## config.mk

```make
export PLATFORM = sky130hd
export DESIGN_NAME = pas_ctrl
export DESIGN_NICKNAME = d
export VERILOG_FILES = /design/src/hdl/pas_pkg.sv /design/src/hdl/pas_ctrl.sv
export SDC_FILE = /design/constraint.sdc
export NUM_CORES = 1
export LEC_CHECK = 0
export BUFFER_PORTS_ARGS = -buffer_cell sky130_fd_sc_hd__buf_2
export CORE_UTILIZATION = 40
export DETAILED_ROUTE_END_ITERATION = 10
export GPL_ROUTABILITY_DRIVEN = 0
export HOLD_SLACK_MARGIN = 0.05
export PLACE_DENSITY = 0.71
export REMOVE_ABC_BUFFERS = 1
export SLEW_MARGIN = 20
export SYNTH_ARGS = -nofsm -noshare
export SYNTH_HDL_FRONTEND = slang
export SYNTH_SLANG_ARGS = --single-unit
```

## constraint.sdc

```tcl
create_clock -name aclk -period 1.49 [get_ports aclk]
set_input_delay 0.0745 -clock aclk [delete_from_list [all_inputs] [get_ports aclk]]
set_output_delay 0.0745 -clock aclk [all_outputs]
set_load 0.01 [all_outputs]
```

## src/hdl/pas_pkg.sv

```systemverilog
// ----------------------------------------------------------------------------
// pas_pkg
// Types, field widths and codes shared by the preferential attachment sampler.
// ----------------------------------------------------------------------------
`default_nettype none

package pas_pkg;

    localparam int REQ_W    = 2;
    localparam int RINT_W   = 31;
    localparam int FRAC_W   = 32;
    localparam int VIDX_W   = 18;
    localparam int DEG_W    = 22;
    localparam int SLOT_W   = 3;

    localparam int CFG_IDX_W  = 2;
    localparam int CFG_DATA_W = 18;
    localparam int EPV_W      = 4;
    localparam int SEED_W     = 7;
    localparam int NEWV_W     = 18;

    localparam logic [CFG_IDX_W-1:0] CFG_EDGES = 2'd0;
    localparam logic [CFG_IDX_W-1:0] CFG_SEEDS = 2'd1;
    localparam logic [CFG_IDX_W-1:0] CFG_NEWV  = 2'd2;

    localparam logic [EPV_W-1:0]  EPV_RST  = 4'd5;
    localparam logic [SEED_W-1:0] SEED_RST = 7'd5;
    localparam logic [NEWV_W-1:0] NEWV_RST = 18'd150000;

    localparam logic [REQ_W-1:0] REQ_START = 2'd0;
    localparam logic [REQ_W-1:0] REQ_DRAW  = 2'd1;
    localparam logic [REQ_W-1:0] REQ_READ  = 2'd2;

    localparam logic [DEG_W-1:0] DEG_SAT = {DEG_W{1'b1}};

    localparam logic [1:0] RD_NONE = 2'd0;
    localparam logic [1:0] RD_CAND = 2'd1;
    localparam logic [1:0] RD_NEW  = 2'd2;
    localparam logic [1:0] RD_IDX  = 2'd3;

    typedef struct packed {
        logic [REQ_W-1:0]  req_type;
        logic [RINT_W-1:0] rnd_int;
        logic [FRAC_W-1:0] rnd_frac;
        logic [VIDX_W-1:0] vertex_index;
    } in_item_t;

    typedef struct packed {
        logic              accepted;
        logic [VIDX_W-1:0] chosen_vertex;
        logic [VIDX_W-1:0] new_vertex;
        logic [SLOT_W-1:0] edge_slot;
        logic              vertex_done;
        logic              graph_done;
        logic [DEG_W-1:0]  degree_value;
        logic [DEG_W-1:0]  max_degree;
    } out_item_t;

    typedef struct packed {
        logic       load_in;
        logic       clr_step;
        logic       seed_step;
        logic       draw_begin;
        logic       div_start;
        logic       cand_load;
        logic       mul_step;
        logic       bump_cand;
        logic       bump_new;
        logic       dval_load;
        logic       out_load;
        logic [1:0] rd_sel;
    } cmd_t;

    typedef struct packed {
        logic [REQ_W-1:0] req;
        logic             draw_fin;
        logic             div_done;
        logic             clr_last;
        logic             seed_last;
        logic             draw_ok;
    } status_t;

endpackage

`default_nettype wire

```

## src/hdl/pas_ctrl.sv

```systemverilog
// ----------------------------------------------------------------------------
// pas_ctrl
// Sequencer: clearing pass, seeding, draw steps, degree reads, result hand-off.
// ----------------------------------------------------------------------------
`default_nettype none

module pas_ctrl (
    input  wire logic             aclk,
    input  wire logic             aresetn,
    input  wire logic             s_valid,
    output logic                  s_ready,
    output logic                  m_valid,
    input  wire logic             m_ready,
    input  wire pas_pkg::status_t sts,
    output pas_pkg::cmd_t         cmd
);

    localparam logic [3:0] ST_RCLEAR   = 4'd0;
    localparam logic [3:0] ST_IDLE     = 4'd1;
    localparam logic [3:0] ST_DISPATCH = 4'd2;
    localparam logic [3:0] ST_SCLEAR   = 4'd3;
    localparam logic [3:0] ST_SEED     = 4'd4;
    localparam logic [3:0] ST_DIV      = 4'd5;
    localparam logic [3:0] ST_RD1      = 4'd6;
    localparam logic [3:0] ST_MUL      = 4'd7;
    localparam logic [3:0] ST_TEST     = 4'd8;
    localparam logic [3:0] ST_BUMP2    = 4'd9;
    localparam logic [3:0] ST_RDWAIT   = 4'd10;
    localparam logic [3:0] ST_OUT      = 4'd11;

    logic [3:0] state_reg, state_next;
    logic       m_valid_reg, m_valid_next;

    assign s_ready = (state_reg == ST_IDLE);
    assign m_valid = m_valid_reg;

    always_comb begin
        state_next = state_reg;
        cmd        = '0;
        case (state_reg)
            ST_RCLEAR: begin
                cmd.clr_step = 1'b1;
                if (sts.clr_last) begin
                    state_next = ST_IDLE;
                end
            end
            ST_IDLE: begin
                if (s_valid) begin
                    cmd.load_in = 1'b1;
                    state_next  = ST_DISPATCH;
                end
            end
            ST_DISPATCH: begin
                case (sts.req)
                    pas_pkg::REQ_START: state_next = ST_SCLEAR;
                    pas_pkg::REQ_DRAW: begin
                        cmd.draw_begin = 1'b1;
                        if (sts.draw_fin) begin
                            state_next = ST_OUT;
                        end else begin
                            cmd.div_start = 1'b1;
                            state_next    = ST_DIV;
                        end
                    end
                    pas_pkg::REQ_READ: begin
                        cmd.rd_sel = pas_pkg::RD_IDX;
                        state_next = ST_RDWAIT;
                    end
                    default: state_next = ST_OUT;
                endcase
            end
            ST_SCLEAR: begin
                cmd.clr_step = 1'b1;
                if (sts.clr_last) begin
                    state_next = ST_SEED;
                end
            end
            ST_SEED: begin
                cmd.seed_step = 1'b1;
                if (sts.seed_last) begin
                    state_next = ST_OUT;
                end
            end
            ST_DIV: begin
                if (sts.div_done) begin
                    cmd.cand_load = 1'b1;
                    state_next    = ST_RD1;
                end
            end
            ST_RD1: begin
                cmd.rd_sel = pas_pkg::RD_CAND;
                state_next = ST_MUL;
            end
            ST_MUL: begin
                cmd.mul_step = 1'b1;
                state_next   = ST_TEST;
            end
            ST_TEST: begin
                if (sts.draw_ok) begin
                    cmd.bump_cand = 1'b1;
                    cmd.rd_sel    = pas_pkg::RD_NEW;
                    state_next    = ST_BUMP2;
                end else begin
                    state_next = ST_OUT;
                end
            end
            ST_BUMP2: begin
                cmd.bump_new = 1'b1;
                state_next   = ST_OUT;
            end
            ST_RDWAIT: begin
                cmd.dval_load = 1'b1;
                state_next    = ST_OUT;
            end
            ST_OUT: begin
                if (!m_valid_reg || m_ready) begin
                    cmd.out_load = 1'b1;
                    state_next   = ST_IDLE;
                end
            end
            default: state_next = ST_IDLE;
        endcase
    end

    always_comb begin
        if (cmd.out_load) begin
            m_valid_next = 1'b1;
        end else if (m_ready) begin
            m_valid_next = 1'b0;
        end else begin
            m_valid_next = m_valid_reg;
        end
    end

    always_ff @(posedge aclk) begin
        if (!aresetn) begin
            state_reg   <= ST_RCLEAR;
            m_valid_reg <= 1'b0;
        end else begin
            state_reg   <= state_next;
            m_valid_reg <= m_valid_next;
        end
    end

endmodule

`default_nettype wire

```

==> flow_metrics.py, run 1 <==
metrics = {
    "global_routing": {
        "grt_pass1_wl_um": 2180,
        "busiest_layer": "met2",
        "antenna_found_initial": 0,
        "met1_usage_pct": 25.08,
        "first_global_vias": 524,
        "grt_max_degree": 19,
        "grt_usage_pct": 20.56,
        "grt_util_met2_pct": 36.48,
        "globalRouteOverflowTotal": 0,
        "globalRouteMet3Util_pct": 6.818,
    },
    "synthesis": {
        "async_flop_share_pct": 0,
        "yosys_most_used_dff": "dfxtp_1",
        "yosys_register_bits": 5,
        "synthCells": 76,
        "synth-edff-count": 0,
        "yosysWarnings": 0,
        "synth_area_um2": 573.1,
        "synth_seq_area_share_pct": 17.47,
        "avgSynthCellArea_um2": 7.540,
        "synth.distinct_cells": 37,
    },
    "timing": {
        "setup_viol": 1,
        "hold_viol": 0,
        "fin_crit_ns": 1.501,
        "slew_viol_final": 0,
        "rsz0062_at_grt": "true",
        "worstMarginPinSlew_ns": 0.3673,
        "fmax_mhz": 666.0,
        "timing.final.ws_setup_ns": -0.01149,
        "fin_skew_ns": 0.01228,
        "fin_crit_sh_pct": 100.8,
        "timing.slew.headroom_pct": 74.88,
        "tns_ns": -0.01149,
    },
    "floorplan": {
        "dieArea_mm2": 0.001588,
        "die_w_um": 39.85,
        "coreArea_mm2": 0.001318,
        "num_rows": 13,
        "ioPinCount": 26,
        "fp.dieH_um": 39.85,
        "initial_utilization_pct": 43.49,
    },
    "final_layout": {
        "stdcell_count": 122,
        "largest_reg_flops": 4,
        "nNetsFinal": 119,
        "insertedDiodeCount": 0,
        "final_cell_mix": "buf_2 (26), nand2_1 (5), nor2_1 (5), buf_6 (5)",
        "area_growth_pct": 46.29,
        "drive_above_1_share_pct": 45.79,
        "mostFrequentLayoutCell": "buf_2",
    },
    "clock_network": {
        "clk_path_buf_depth": 2,
        "clk_latency_ns": 0.25,
        "htreeDepth": 1,
        "clk_pin_slew_ns": 0.05,
        "root_buffer": "clkbuf_4",
        "clock_sinks": 5,
        "numCtsBuffers": 3,
        "cts_tree": "yes",
    },
    "place": {
        "io_buffer_count": 25,
        "dp.cells": 114,
        "dpl_worst_slack_ns": -0.0003731,
        "hpwl_um": 1080,
    },
    "route": {
        "routedWlPerCell_um": 12.84,
        "detail-route-antenna-nets": 0,
        "dr.first_iter.drc_count": 10,
        "viasPerCell": 5.566,
        "drt-total-wl_um": 1566,
        "vias": 679,
        "drtPass1Iterations": 3,
        "drc_errors": 0,
    },
    "power": {
        "power_density_mw_per_mm2": 1404,
        "switching_share_pct": 40.82,
        "pwr-share-comb_pct": 69.3,
        "clkPwrFrac_pct": 13.7,
        "leakage_nw": 0.4108,
        "p_switching_mw": 0.4803,
        "vdd_drop_max_uv": 946.1,
        "intPower_mw": 0.6965,
        "p_seq_share_pct": 16.9,
    },
    "worst_hold_path": {
        "hp-class": "in -> reg",
    },
    "critical_path": {
        "end_kind": "register",
        "cp.required_ns": 1.62,
        "worstSetupPathType": "reg -> reg",
        "start_kind": "register",
        "path_max_fanout": 4,
        "critPathArrivalTime_ns": 1.64,
    },
    "outcome": {
        "outcome": "finished with violations",
        "violations": "negative setup slack",
    },
    "flow_run": {
        "max_cap_violations": 0,
    },
}
cells in the mapped netlist, types with 2 or more instances:
cell type / instances / area share [%]
and3_1: 2 / 2.2
dfxtp_1: 5 / 17
nor2b_1: 4 / 4.4
nor4bb_1: 2 / 3.5
a21oi_1: 3 / 2.6
clkbuf_1: 6 / 3.9
nor2_1: 7 / 4.6
and4b_1: 2 / 3.5
nor3b_1: 4 / 5.2
nand2_1: 5 / 3.3
nor4b_1: 2 / 3.1
nand2b_1: 4 / 4.4
nor3_1: 2 / 1.7
and2_1: 2 / 2.2
o21a_1: 2 / 2.6
o21ai_0: 3 / 2.6
power by group through the flow:
stage	Clock [mW]	Combinational (mW)	Sequential [mW]
after floorplan	0	0.349	0.265
after global placement	0	0.654	0.190
after detailed placement	0	0.664	0.192
after CTS	0.168	0.684	0.190
after global routing	0.170	0.894	0.201
final	0.161	0.816	0.199
cell type report:
cell class / instances / area, µm²
clock buffer: 4 / 26.28
fill: 127 / 479.2
multi-input combinational: 61 / 436.7
sequential: 5 / 105.1
tap: 15 / 18.77
timing repair buffer: 37 / 251.5
worst max-delay path, cell delays in order (launching register included):
cell and delay (ns):
dfxtp_2 0.34, xor2_1 0.16, or4_4 0.44, o2111a_4 0.20
a211o_1 0.26
per-layer routing:
| metal | vias to the layer above | part of all wire (%) |
|---|---|---|
| met1 | 314 | 47 |
| met4 | 0 | 0 |
| li1 | 344 | - |
| met5 | - | 0 |
| met3 | 0 | 3.8 |
| met2 | 21 | 49 |
timing repair:
action	CTS	global route
endpoints found under the hold margin	0	0
endpoints found under the setup margin	7	11
setup buffers	1	3
gates cloned	0	1
hold buffers	0	0
gates resized for setup	6	9
per-stage QoR:
step	cell area, µm²	utilization, %	hold WS (ns)	power (mW)
2_1_floorplan	523.0	-	0.2071	0.6140
3_3_place_gp	726.9	55.18	0.4132	0.8448
6_report	838.3	63.63	0.1738	1.177
5_1_grt	838.3	63.63	0.1943	1.265
3_5_place_dp	726.9	55.18	0.4269	0.8561
4_1_cts	769.5	58.40	0.1645	1.043
logic make-up (layout without fill, tap and decap cells):
logic type,Yosys count,count (layout),synth area share [%]
xor gates and xnor gates,1,1,1.529
AOI/OAI and AO/OA,19,19,26.64
and+or+nand+nor,40,40,43.89
buffers and inverters,10,41,8.732
DFF,5,5,17.47
muxes,1,1,1.747
path summary, 6_finish.rpt:
path / from / end / slack, ns / cells past startpoint
worst min register to register: m_valid / m_valid / 0.63 / 2
worst max register to register: state_reg[1] / state_reg[1] / -0.01 / 4
worst max-delay path: state_reg[1] / state_reg[1] / -0.01 / 4
worst min-delay path: aresetn / state_reg[2] / 0.17 / 3
(Power assumes the default switching activity.)
==> run 2, diff against run 1 <==
--- a/config.mk
+++ b/config.mk
@@ -10,7 +10,7 @@
 export DETAILED_ROUTE_END_ITERATION = 10
 export GPL_ROUTABILITY_DRIVEN = 0
 export HOLD_SLACK_MARGIN = 0.05
-export PLACE_DENSITY = 0.71
+export PLACE_DENSITY_LB_ADDON = 0.12
 export REMOVE_ABC_BUFFERS = 1
 export SLEW_MARGIN = 20
 export SYNTH_ARGS = -nofsm -noshare
==> constraint.sdc (replaced) <==
create_clock -name aclk -period 1.49 [get_ports aclk]
set_input_delay 0.0745 -clock aclk [delete_from_list [all_inputs] [get_ports aclk]]
set_output_delay 0.0745 -clock aclk [all_outputs]
set_load 0.005 [all_outputs]
==> run 2 against run 1 <==
Compared with the run above:
- the run now ends clean
- worst setup slack gained 0.039 ns
- critical path depth is the same
- sequential power grew 3%
- cell count is 1.6% higher
- combinational power rose by 2%
- routed wire length increased by 3.2%
- fmax up 2.7%
- hold slack lost 0.017 ns
- non-clock buffer count up 2
- sequential share of layout area fell by 0.15 points
- clock power is 6% higher
==> flow_metrics.py, run 2 (same netlist as run 1, synthesis figures left out) <==
metrics = {
    "outcome": {
        "outcome": "finished clean",
    },
    "route": {
        "met1Wirelength_um": 719,
        "top_layer": "met4",
        "dr.first_iter.drc_count": 11,
        "wl_met3_um": 55,
        "drtPass1Iterations": 4,
        "dr_wl_met2_um": 815,
        "detail-route-antenna-nets": 0,
        "routedWlPerCell_um": 13.03,
        "vias": 682,
        "drt-total-wl_um": 1616,
        "viasPerCell": 5.500,
        "drc_errors": 0,
    },
    "critical_path": {
        "path_max_fanout": 4,
        "path_buf_inv": 0,
        "path_delay_family": "compound AO/OA/AOI/OAI gates",
        "critical_path.cell_chain": "xor2_1, or4_4, o2111a_4, a211o_1",
        "crit_slowest_cell": "or4_4",
        "cp_slowest_stage_delay_ns": 0.43,
        "worstSetupPathType": "reg -> reg",
        "cp.required_ns": 1.63,
        "critPathArrivalTime_ns": 1.60,
        "end_kind": "register",
        "start_kind": "register",
    },
    "final_layout": {
        "final_cell_mix": "buf_2 (25), buf_4 (9), nor2_1 (6), nand2_1 (5), nand2b_1 (4)",
        "area_growth_pct": 49.78,
        "insertedDiodeCount": 0,
        "mostFrequentLayoutCell": "buf_2",
        "multiInputGateArea_um2": 445.4,
        "drive_above_1_share_pct": 48.62,
        "stdcell_count": 124,
        "utilization_pct": 65.15,
        "largest_reg_flops": 4,
        "nNetsFinal": 121,
        "n_fill_cell": 116,
        "final-seq-area_um2": 106.4,
    },
    "timing": {
        "slew_viol_final": 0,
        "setup_viol": 0,
        "fin_crit_ns": 1.462,
        "hold_viol": 0,
        "worstMarginPinSlew_ns": 0.4179,
        "whs_ns": 0.1570,
        "fin_skew_ns": 0.004449,
        "rsz0062_at_grt": "true",
        "timing.slew.headroom_pct": 72.08,
        "tns_ns": 0,
        "fin_crit_sh_pct": 98.12,
        "fmax_mhz": 684.0,
    },
    "power": {
        "vdd_drop_max_uv": 681.7,
        "power_density_mw_per_mm2": 1409,
        "leakage_nw": 0.4205,
        "fin_total_pwr_mw": 1.209,
    },
    "floorplan": {
        "die_w_um": 39.85,
        "num_rows": 13,
        "fp.dieH_um": 39.85,
        "dieArea_mm2": 0.001588,
        "initial_utilization_pct": 43.49,
        "coreArea_mm2": 0.001318,
        "ioPinCount": 26,
    },
    "flow_run": {
        "max_cap_violations": 0,
    },
    "place": {
        "io_buffer_count": 25,
        "hpwl_um": 1087,
        "dp.cells": 116,
    },
    "global_routing": {
        "grt_pass1_wl_um": 2401,
        "grt_usage_pct": 23.16,
        "first_global_vias": 570,
        "grt_max_degree": 18,
        "antenna_found_initial": 0,
        "globalRouteOverflowTotal": 0,
    },
    "clock_network": {
        "numCtsBuffers": 3,
        "clock_sinks": 5,
        "htreeDepth": 1,
        "clk_pin_slew_ns": 0.05,
        "cts_tree": "yes",
        "clk_latency_ns": 0.26,
        "cts_hold_buf": 0,
        "clk_path_buf_depth": 2,
        "root_buffer": "clkbuf_4",
    },
    "worst_hold_path": {
        "hp-class": "in -> reg",
    },
}
==> run 2: power breakdown <==
group / total (mW) / internal, mW / switching [mW] / leakage [nW]
Sequential: 0.205 / 0.172 / 0.0329 / 0.0422
Combinational: 0.835 / 0.447 / 0.388 / 0.363
Clock: 0.170 / 0.102 / 0.0678 / 0.0150
==> run 2: worst min-delay path: stages <==
cell and delay [ns]:
buf_2 0.15, nand2_1 0.08, mux2i_1 0.06
==> run 2: routing by layer <==
metal  up-vias  track usage [%]
met3         2            3.409
li1        349                -
met1       310            25.75
met4         0            7.759
met2        21            43.44
met5         -                0
==> run 2: timing repair <==
item                       in CTS  in global routing
pin swaps                       1                  0
hold endpoints to repair        0                  0
buffers inserted                2                  2
gates resized for setup         5                 10
setup endpoints to repair       2                 11
==> run 2: worst paths after layout <==
kind	from	to	slack, ns	cells past startpoint
max	state_reg[0]	state_reg[1]	0.03	4
min reg2reg	m_valid	m_valid	0.61	2
min	aresetn	state_reg[2]	0.16	3
max reg2reg	state_reg[0]	state_reg[1]	0.03	4
==> run 2: area by class of cell <==
| class | count | area share [%] |
|---|---|---|
| sequential | 5 | 12.39 |
| tap | 15 | 2.187 |
| timing repair buffer | 39 | 30.47 |
| multi-input combinational | 61 | 51.90 |
| clock buffer | 4 | 3.061 |
==> run 2: metrics by stage <==
step | setup WS (ns) | instance area [µm²]
after detailed placement | 0.009280 | 754.5
after global placement | 0.04086 | 754.5
after CTS | 0.01017 | 809.5
final | 0.02800 | 858.3
after global routing | -0.03550 | 858.3
after floorplan | -0.2035 | 523.0
==> run 3, diff against run 2 <==
--- a/config.mk
+++ b/config.mk
@@ -11,7 +11,6 @@
 export GPL_ROUTABILITY_DRIVEN = 0
 export HOLD_SLACK_MARGIN = 0.05
 export PLACE_DENSITY_LB_ADDON = 0.12
-export REMOVE_ABC_BUFFERS = 1
 export SLEW_MARGIN = 20
 export SYNTH_ARGS = -nofsm -noshare
 export SYNTH_HDL_FRONTEND = slang
==> run 3 against run 2 <==
Compared with the run above:
- critical path depth rose by 1
- global-route usage down 0.090 points
- sequential cell count stayed put
- sequential power is essentially flat
- worst setup slack worse by 0.0084 ns
- hold slack lost 0.0063 ns
- non-clock buffer count increased by 2
- critical path type is now reg -> out
==> flow_metrics.py, run 3 (same netlist as run 1, synthesis figures left out) <==
metrics = {
    "outcome": {
        "outcome": "finished clean",
    },
    "floorplan": {
        "num_rows": 13,
        "coreArea_mm2": 0.001318,
        "die_w_um": 39.85,
        "initial_utilization_pct": 43.49,
        "dieArea_mm2": 0.001588,
        "ioPinCount": 26,
        "fp.dieH_um": 39.85,
    },
    "clock_network": {
        "clk_path_buf_depth": 2,
        "root_buffer": "clkbuf_4",
        "htreeDepth": 1,
        "clk_pin_slew_ns": 0.05,
        "cts_hold_buf": 0,
        "clk_latency_ns": 0.26,
        "clock_sinks": 5,
        "numCtsBuffers": 3,
        "cts_tree": "yes",
    },
    "final_layout": {
        "largest_reg_flops": 4,
        "nNetsFinal": 123,
        "insertedDiodeCount": 0,
        "area_growth_pct": 52.40,
        "n_fill_cell": 129,
        "final_cell_mix": "buf_2 (25), buf_4 (11), nand2_1 (5), nor2_1 (5)",
        "drive_above_1_share_pct": 49.55,
        "stdcell_count": 126,
        "mostFrequentLayoutCell": "buf_2",
    },
    "flow_run": {
        "max_cap_violations": 0,
    },
    "place": {
        "io_buffer_count": 25,
        "hpwl_um": 1137,
        "dp.cells": 116,
    },
    "synthesis": {
        "syn-num-nets": 87,
    },
    "timing": {
        "fmax_mhz": 680.1,
        "hold_viol": 0,
        "fin_crit_ns": 1.470,
        "rsz0062_at_grt": "true",
        "fin_skew_ns": 0.009103,
        "setup_viol": 0,
        "slew_viol_final": 0,
        "worstMarginPinSlew_ns": 0.3981,
        "timing.slew.headroom_pct": 73.40,
        "fin_crit_sh_pct": 98.68,
        "tns_ns": 0,
    },
    "worst_hold_path": {
        "hp-class": "in -> reg",
        "hp-start": "aresetn",
    },
    "power": {
        "power_density_mw_per_mm2": 1422,
        "vdd_drop_max_uv": 1039,
        "leakage_nw": 0.4347,
        "fin_total_pwr_mw": 1.242,
    },
    "critical_path": {
        "path_max_fanout": 16,
        "start_kind": "register",
        "end_kind": "primary output",
        "worstSetupPathType": "reg -> out",
        "cp.required_ns": 1.42,
        "reg2reg_from": "state_reg[0]",
        "critPathArrivalTime_ns": 1.40,
        "cp-startpoint": "state_reg[3]",
    },
    "global_routing": {
        "antenna_found_initial": 0,
        "grt_usage_pct": 23.07,
        "grt_max_degree": 17,
        "grt_pass1_wl_um": 2421,
        "globalRouteOverflowTotal": 0,
        "first_global_vias": 582,
    },
    "route": {
        "drc_errors": 0,
        "drtPass1Iterations": 4,
        "vias": 691,
        "viasPerCell": 5.484,
        "dr.first_iter.drc_count": 10,
        "routedWlPerCell_um": 12.61,
        "drt-total-wl_um": 1589,
        "detail-route-antenna-nets": 0,
    },
}
[run 3: changes by cell type in the layout (fill, tap and decap cells not counted), sizes merged]
cell    change
buf         +1
clkbuf      +1
[run 3: what timing repair did]
action | 4_1_cts | 5_1_grt
setup buffers | 4 | 1
resized for setup | 5 | 11
setup endpoints to repair | 2 | 9
pin swaps | 0 | 1
gates cloned | 0 | 1
endpoints found under the hold margin | 0 | 0
[run 3: metrics by stage]
| step | area (µm²) | utilization (%) | setup slack (ns) | hold slack, ns |
|---|---|---|---|---|
| floorplan | 573.1 | - | -0.03915 | 0.2593 |
| global placement | 742.0 | 56.32 | 0.02669 | 0.4207 |
| detailed placement | 742.0 | 56.32 | 0.01032 | 0.4185 |
| CTS | 812.0 | 61.63 | 0.03331 | 0.1477 |
| global route | 873.3 | 66.29 | -0.08273 | 0.1740 |
| finish | 873.3 | 66.29 | 0.01960 | 0.1507 |
[run 3: layout make-up]
| cell class | instances | area (µm²) | area share [%] |
|---|---|---|---|
| multi-input combinational | 61 | 440.4 | 50.43 |
| timing repair buffer | 41 | 281.5 | 32.23 |
| sequential | 5 | 106.4 | 12.18 |
| clock buffer | 4 | 26.28 | 3.009 |
| tap | 15 | 18.77 | 2.149 |
[run 3: power breakdown]
group	internal, mW	switching (mW)	total [mW]	leakage [nW]
Sequential	0.172	0.0353	0.208	0.0422
Combinational	0.493	0.376	0.869	0.378
Clock	0.102	0.0631	0.165	0.0150
[run 3: routing by layer]
metal	part of all wire, %	global-route usage, %
met4	0.63	5.172
met2	50	37.70
met1	46	28.19
met3	3.7	8.523
met5	0	0
[run 3: final timing paths]
kind / end / slack [ns] / cells after the start
hold reg to reg: m_valid / 0.57 / 2
setup reg to reg: state_reg[1] / 0.03 / 4
setup / recovery: cmd[12] / 0.02 / 5
hold / removal: m_valid / 0.15 / 2
[run 3: critical path: stages (launching register included)]
cell      delay (ns)
dfxtp_1         0.34
buf_6           0.17
nand2b_1        0.16
nor3_1          0.20
and2_1          0.16
buf_2           0.10
